**src/rtl/msk_pkg.sv**
```systemverilog
package msk_pkg;

	localparam int STACK_DEPTH_DEF = 16;
	localparam int NUM_STACKS_DEF  = 16;

	localparam int CMD_W  = 3;
	localparam int DATA_W = 32;
	localparam int TGT_W  = 4;
	localparam int STS_W  = 3;
	localparam int CUR_W  = 4;
	localparam int TOT_W  = 5;

	typedef enum logic [CMD_W-1:0] {
		CMD_PUSH   = 3'd0,
		CMD_POP    = 3'd1,
		CMD_PEEK   = 3'd2,
		CMD_CREATE = 3'd3,
		CMD_SWITCH = 3'd4
	} cmd_t;

	typedef enum logic [STS_W-1:0] {
		STS_OK        = 3'd0,
		STS_OVERFLOW  = 3'd1,
		STS_UNDERFLOW = 3'd2,
		STS_LIMIT     = 3'd3,
		STS_BAD_INDEX = 3'd4
	} sts_t;

	typedef enum logic [1:0] {
		S_IDLE = 2'd0,
		S_EXEC = 2'd1,
		S_WAIT = 2'd2,
		S_RESP = 2'd3
	} state_t;

	// controller to datapath
	typedef struct packed {
		logic capture_in;
		logic exec;
		logic capture_rd;
		logic load_out;
	} ctl_cmd_t;

	// datapath to controller
	typedef struct packed {
		logic need_read;
	} dp_sts_t;

	// address width for a memory of the given depth, at least one bit
	function automatic int addr_w(input int depth);
		return (depth > 1) ? $clog2(depth) : 1;
	endfunction

endpackage

```
**src/rtl/msk_ctrl.sv**
```systemverilog
module msk_ctrl (
	input  logic               clk,
	input  logic               arst_n,
	input  logic               in_valid,
	output logic               in_ready,
	output logic               out_valid,
	input  logic               out_ready,
	input  msk_pkg::dp_sts_t   dsts,
	output msk_pkg::ctl_cmd_t  ctl
);

	import msk_pkg::*;

	state_t state_q, state_n;
	logic   out_valid_q;

	always_comb begin
		state_n = state_q;
		unique case (state_q)
			S_IDLE: if (in_valid) state_n = S_EXEC;
			S_EXEC: state_n = dsts.need_read ? S_WAIT : S_RESP;
			S_WAIT: state_n = S_RESP;
			S_RESP: if (!out_valid_q || out_ready) state_n = S_IDLE;
			default: state_n = S_IDLE;
		endcase
	end

	always_comb begin
		in_ready       = (state_q == S_IDLE);
		ctl.capture_in = in_valid && (state_q == S_IDLE);
		ctl.exec       = (state_q == S_EXEC);
		ctl.capture_rd = (state_q == S_WAIT);
		ctl.load_out   = (state_q == S_RESP) && (!out_valid_q || out_ready);
	end

	always_ff @(posedge clk or negedge arst_n) begin
		if (!arst_n) begin
			state_q     <= S_IDLE;
			out_valid_q <= 1'b0;
		end else begin
			state_q <= state_n;
			if (ctl.load_out) begin
				out_valid_q <= 1'b1;
			end else if (out_ready) begin
				out_valid_q <= 1'b0;
			end
		end
	end

	assign out_valid = out_valid_q;

endmodule

```
**config.mk**
```make
export PLATFORM = sky130hd
export DESIGN_NAME = msk_ctrl
export DESIGN_NICKNAME = d
export VERILOG_FILES = /design/src/rtl/msk_pkg.sv /design/src/rtl/msk_ctrl.sv
export SDC_FILE = /design/constraint.sdc
export NUM_CORES = 1
export LEC_CHECK = 0
export BUFFER_PORTS_ARGS = -buffer_cell sky130_fd_sc_hd__buf_2
export CAP_MARGIN = 20
export CORE_AREA = 8 8 45 47
export DETAILED_ROUTE_END_ITERATION = 12
export DIE_AREA = 0 0 53 55
export PLACE_DENSITY_LB_ADDON = 0.15
export SYNTH_ARGS = -nofsm -noshare
export SYNTH_HDL_FRONTEND = slang
export SYNTH_SLANG_ARGS = --single-unit
```
**constraint.sdc**
```tcl
create_clock -name clk -period 1.4 [get_ports clk]
set_input_delay 0.07 -clock clk [delete_from_list [all_inputs] [get_ports clk]]
set_output_delay 0.07 -clock clk [all_outputs]
set_load 0.02 [all_outputs]
```
==> flow_metrics.py, run 1 <==
metrics = {
    "run_status": {
        "status": "finished, final reports clean",
    },
    "cells_and_area": {
        "fill_cells": 145,
        "nets": 47,
        "final_common_cell": "buf_2",
        "multiInputGateArea_um2": 148,
        "antenna_cells": 0,
        "layout_common_cells": "buf_2, nand2b_1, ha_1, clkbuf_4",
        "syn2layout_area_growth_pct": 50.8,
        "stdcell_area_um2": 349,
        "utilization_pct": 25.2,
        "seqCellArea_um2": 76.3,
        "drive_gt1_share_pct": 54.1,
    },
    "drt": {
        "drtIter0Drc": 2,
        "ant_nets": 0,
        "wirelength_um": 524,
        "drcViolationCount": 0,
        "dr.pass1.iters": 2,
        "wl_per_cell_um": 9.89,
        "vias": 194,
        "via_per_inst": 3.66,
    },
    "clocking": {
        "clkSlewWorstSetupHoldPaths_ns": 0.04,
        "clock-sinks": 3,
        "htreeDepth": 1,
        "cts_buffers": 3,
        "clock_latency_ns": 0.23,
        "cts_tree": "done",
        "clockRootBuffer": "clkbuf_4",
        "cts_buffer_depth": 2,
    },
    "pwr": {
        "pwr-share-clk_pct": 17.4,
        "p_int_mw": 0.478,
        "p_leak_nw": 0.196,
        "switching_share_pct": 43.7,
        "p_per_area_nw_per_um2": 2440,
        "peakVddDrop_mv": 0.506,
        "switching_power_mw": 0.372,
        "seqPwrFrac_pct": 22.6,
        "comb_power_share_pct": 60.0,
    },
    "flow_run": {
        "maxCapViolations": 0,
    },
    "sta": {
        "relSlewSlack_pct": 89.8,
        "hold_viol_final": 0,
        "min_period_over_period_pct": 94.7,
        "holdWs_ns": 0.148,
        "max_slew.worst_pin.slew_ns": 0.153,
        "min_period_ns": 1.33,
        "fmaxAchievable_mhz": 754,
        "fin_skew_ns": 0.00210,
        "rsz0062_at_grt": "false",
        "fin_tns_setup_ns": 0,
        "slew_viol_final": 0,
        "setup_viol": 0,
    },
    "global_route": {
        "grt_start_max_net_pins": 6,
        "grt_usage_pct": 4.54,
        "grt_pass1_wl_um": 966,
        "overflow": 0,
        "grt_pass1_vias": 232,
        "grt_antenna_before_repair": 0,
    },
    "floorplanning": {
        "num_rows": 14,
        "core_um2": 1380,
        "die-area_um2": 2920,
        "pin_count": 11,
        "fp.dieH_um": 55,
        "die_w_um": 53,
        "initial_core_util_pct": 16.7,
    },
    "worst_hold_path": {
        "min_path_type": "in -> reg",
    },
    "setup_path": {
        "cp-startpoint": "state_q[0]$_DFFE_PN0P_",
        "arrival_ns": 1.44,
        "rr_startpoint": "state_q[0]$_DFFE_PN0P_",
        "cpMaxStageDelayCell": "dfrtp_2",
        "cp-start-kind": "register",
        "path_cells": "inv_2 -> ha_2 -> inv_1 -> o21ai_2 -> mux2_4",
        "path_max_fanout": 5,
        "rr_endpoint": "state_q[1]$_DFFE_PN0P_",
        "r2r_cells": 5,
        "worstSetupEndpointType": "register",
        "r2r_slack_ns": 0.07,
        "slowest_delay_ns": 0.43,
        "crit_type": "reg -> reg",
        "required_ns": 1.51,
        "crit_end": "state_q[1]$_DFFE_PN0P_",
    },
    "logic_synthesis": {
        "netlist_area_um2": 231,
        "yosysWarnings": 0,
        "synth_fp_nets": 30,
        "syn_avg_cell_area_um2": 11.0,
        "netlist.area_leader.share_pct": 32.4,
        "yosys_register_bits": 3,
        "ys_seq_area_share_pct": 32.4,
        "ys_top_cells_by_area": "dfrtp_1, ha_1, nand3b_4",
        "synthCells": 21,
        "yosysTopAreaCell": "dfrtp_1",
        "synth.distinct_cells": 11,
    },
    "place": {
        "placed_cell_area_um2": 312,
        "dp_hpwl_um": 464,
        "place.gp.congestion": 0.702,
        "io_buffers": 10,
    },
}
==> what timing repair did <==
item	CTS	global route
hold buffers	1	0
setup buffers	0	0
resized for setup	0	2
setup endpoints to repair	0	1
hold endpoints to repair	3	0
==> stage by stage <==
stage          power, mW  cells  setup WS [ns]
2_1_floorplan      0.554     21         0.0145
3_3_place_gp       0.701     48         0.0348
3_5_place_dp       0.708     48         0.0348
4_1_cts            0.864     53         0.0280
5_1_grt            0.939     53        0.00442
6_report           0.850     53         0.0744
==> flip-flops by register name, summed over array words and instances, names as in the netlist <==
| name | flops |
|---|---|
| state_q | 2 |
| out_valid | 1 |
==> critical path, delay by kind of cell, from the launching register on <==
kind	cells	cell delay [ns]
compound gates	1	0.15
flops	1	0.43
fa+ha+maj	1	0.19
buf+inv	2	0.13
mux	1	0.31
==> cell type report <==
cell class | instances | area share [%]
Multi-Input combinational cell | 15 | 42.3
Sequential cell | 3 | 21.9
Tap cell | 16 | 5.73
Inverter | 3 | 3.23
Timing Repair Buffer | 12 | 19.4
Clock buffer | 4 | 7.53
==> power groups by stage <==
| stage | Sequential (mW) | Combinational (mW) | Clock (mW) |
|---|---|---|---|
| final | 0.192 | 0.510 | 0.148 |
| after global routing | 0.201 | 0.568 | 0.170 |
| after CTS | 0.189 | 0.521 | 0.154 |
| after detailed placement | 0.190 | 0.518 | 0 |
| after global placement | 0.189 | 0.512 | 0 |
| after floorplan | 0.202 | 0.351 | 0 |
==> synth_stat cells <==
library cell,number
ha_1,4
dfrtp_1,3
inv_1,3
nand2b_1,3
and2_1,2
a31oi_1,1
mux2_4,1
nand3b_4,1
nor2_1,1
o21ai_2,1
o2bb2a_1,1
==> kinds of logic (layout without fill, tap and decap cells) <==
kind of cell               count (synthesis)  count (layout)  share of synthesized area [%]
AOI/OAI and AO/OA                          3               3                           10.8
adders and majority gates                  4               4                           21.6
buffers and inverters                      3              19                           4.86
DFF                                        3               3                           32.4
muxes                                      1               1                           6.48
and+or+nand+nor                            7               7                           23.8
==> worst min-delay path by stage <==
stage / cells past startpoint / end / from / slack (ns)
3_5_place_dp: 1 / out_valid$_DFFE_PN0P_ / arst_n / -0.13
2_1_floorplan: 0 / out_valid$_DFFE_PN0P_ / arst_n / -0.23
6_report: 3 / out_valid$_DFFE_PN0P_ / out_ready / 0.15
3_3_place_gp: 1 / out_valid$_DFFE_PN0P_ / arst_n / -0.13
4_1_cts: 3 / out_valid$_DFFE_PN0P_ / out_ready / 0.15
5_1_grt: 3 / out_valid$_DFFE_PN0P_ / out_ready / 0.17
==> routing by layer <==
metal	GRT usage, %	vias up	wire length (um)
met3	2.94	0	32
li1	-	100	-
met1	4.26	86	227
met2	7.42	8	263
met4	2.59	0	0
met5	0	-	0
(Power assumes the default switching activity.)
==> inputs of run 2 (changes only) <==
- BUFFER_PORTS_ARGS: -buffer_cell sky130_fd_sc_hd__buf_2 -> -buffer_cell sky130_fd_sc_hd__clkbuf_2
==> run 2 against run 1 <==
  * Final area rose by 4.7%
  * Cell count rose by 3.8%
  * Sequential power fell by 5%
  * Non-clock buffer count rose by 2
  * Via count rose by 4.6%
  * Total power rose by 3.9%
  * Critical path depth did not move
  * Die area did not move
  * Critical endpoint is now ctl[3]
==> flow_metrics.py, run 2 (synthesis gave the netlist of run 1 again) <==
metrics = {
    "sta": {
        "slew_viol_final": 0,
        "min_period_over_period_pct": 93.6,
        "min_period_ns": 1.31,
        "fin_tns_setup_ns": 0,
        "rsz0062_at_grt": "false",
        "setup_viol": 0,
        "relSlewSlack_pct": 89.0,
        "fmaxAchievable_mhz": 763,
        "setup_slack_ns": 0.0891,
        "hold_viol_final": 0,
        "max_slew.worst_pin.slew_ns": 0.165,
        "holdWs_ns": 0.164,
        "fin_skew_ns": 0.00207,
    },
    "drt": {
        "drcViolationCount": 0,
        "vias": 203,
        "wl_per_cell_um": 9.38,
        "dr.pass1.iters": 2,
        "wirelength_um": 516,
        "drtIter0Drc": 1,
        "ant_nets": 0,
        "via_per_inst": 3.69,
    },
    "cells_and_area": {
        "syn2layout_area_growth_pct": 57.8,
        "fin_cells": 55,
        "drive_gt1_share_pct": 53.8,
        "fill_cells": 149,
        "final_common_cell": "clkbuf_2",
        "largest_register": "state_q",
        "largest_register_ff_count": 2,
        "layout_common_cells": "clkbuf_2, buf_4",
        "seqCellArea_um2": 75.1,
        "multiInputGateArea_um2": 148,
        "nets": 49,
        "antenna_cells": 0,
        "stdcell_area_um2": 365,
    },
    "setup_path": {
        "required_ns": 1.33,
        "r2r_cells": 5,
        "path_max_fanout": 3,
        "rr_endpoint": "state_q[0]$_DFFE_PN0P_",
        "cp-startpoint": "state_q[0]$_DFFE_PN0P_",
        "crit_type": "reg -> out",
        "rr_startpoint": "state_q[0]$_DFFE_PN0P_",
        "r2r_slack_ns": 0.10,
        "worstSetupEndpointType": "primary output",
        "arrival_ns": 1.24,
        "crit_end": "ctl[3]",
        "cp-start-kind": "register",
    },
    "pwr": {
        "p_leak_nw": 0.206,
        "pwr-share-clk_pct": 16.1,
        "p_int_mw": 0.508,
        "p_per_area_nw_per_um2": 2420,
        "switching_power_mw": 0.375,
        "comb_power_share_pct": 63.3,
        "seqPwrFrac_pct": 20.6,
        "switching_share_pct": 42.4,
        "peakVddDrop_mv": 0.737,
    },
    "floorplanning": {
        "core_um2": 1380,
        "die_w_um": 53,
        "pin_count": 11,
        "die-area_um2": 2920,
        "fp.dieH_um": 55,
        "initial_core_util_pct": 16.7,
        "num_rows": 14,
    },
    "place": {
        "io_buffers": 10,
        "place.gp.congestion": 0.732,
        "placed_cells": 49,
        "dp_hpwl_um": 459,
        "pre_cts_slack_ns": 0.0545,
        "placed_cell_area_um2": 319,
    },
    "global_route": {
        "grt_pass1_wl_um": 910,
        "overflow": 0,
        "grt_pass1_vias": 237,
        "grt_usage_pct": 4.05,
        "grt_antenna_before_repair": 0,
        "grt_start_max_net_pins": 4,
    },
    "clocking": {
        "clkSlewWorstSetupHoldPaths_ns": 0.03,
        "cts_buffers": 3,
        "clock-sinks": 3,
        "clockRootBuffer": "clkbuf_4",
        "clock_latency_ns": 0.22,
        "cts_tree": "done",
        "htreeDepth": 1,
        "cts_buffer_depth": 2,
    },
    "worst_hold_path": {
        "min_path_type": "in -> reg",
    },
    "flow_run": {
        "maxCapViolations": 0,
    },
    "run_status": {
        "status": "finished, final reports clean",
    },
}
[run 2: cell count changes in the layout (fill, tap and decap cells not counted), sizes merged]
cell    previous run  this run
clkbuf             4        13
buf               11         4
[run 2: layer usage]
| layer | global-route usage, % | vias up | wire [um] |
|---|---|---|---|
| met3 | 1.07 | 0 | 23 |
| met5 | 0 | - | 0 |
| li1 | - | 105 | - |
| met1 | 4.73 | 92 | 227 |
| met4 | 2.59 | 0 | 0 |
| met2 | 6.45 | 6 | 265 |
[run 2: metrics by stage]
step | power [mW] | utilization [%]
after floorplan | 0.554 | -
after global placement | 0.720 | 23.1
after detailed placement | 0.726 | 23.1
after CTS | 0.897 | 26.2
after global routing | 0.962 | 26.4
final | 0.883 | 26.4
[run 2: worst min-delay path by stage]
stage | to | cells past startpoint | slack (ns) | start
after floorplan | out_valid$_DFFE_PN0P_ | 0 | -0.23 | arst_n
after global placement | out_valid$_DFFE_PN0P_ | 1 | -0.13 | arst_n
after detailed placement | out_valid$_DFFE_PN0P_ | 1 | -0.13 | arst_n
after CTS | out_valid$_DFFE_PN0P_ | 3 | 0.16 | out_ready
after global routing | state_q[1]$_DFFE_PN0P_ | 2 | 0.20 | arst_n
final | out_valid$_DFFE_PN0P_ | 3 | 0.16 | out_ready
[run 2: power by group through the flow]
stage | registers (mW) | logic (mW) | clock network (mW)
after floorplan | 0.202 | 0.351 | 0
after global placement | 0.189 | 0.532 | 0
final | 0.182 | 0.559 | 0.142
after CTS | 0.181 | 0.567 | 0.149
after detailed placement | 0.191 | 0.535 | 0
after global routing | 0.190 | 0.620 | 0.152
[run 2: layout make-up]
class                           instances  area share, %
Timing Repair Buffer                   14           23.3
Multi-Input combinational cell         15           40.4
Tap cell                               16           5.48
Inverter                                3           3.08
Sequential cell                         3           20.5
Clock buffer                            4           7.19
[run 2: timing repair]
action,in CTS,in global routing
setup endpoints to repair,1,1
hold buffers,1,0
buffers inserted,1,0
endpoints found under the hold margin,3,0
gates resized for setup,0,3
[run 2: worst max-delay path, cell delays in order (launching register included)]
cell and delay, ns:
dfrtp_1 0.37, inv_2 0.06, ha_2 0.18, buf_4 0.13, and2_1 0.13, buf_4 0.15
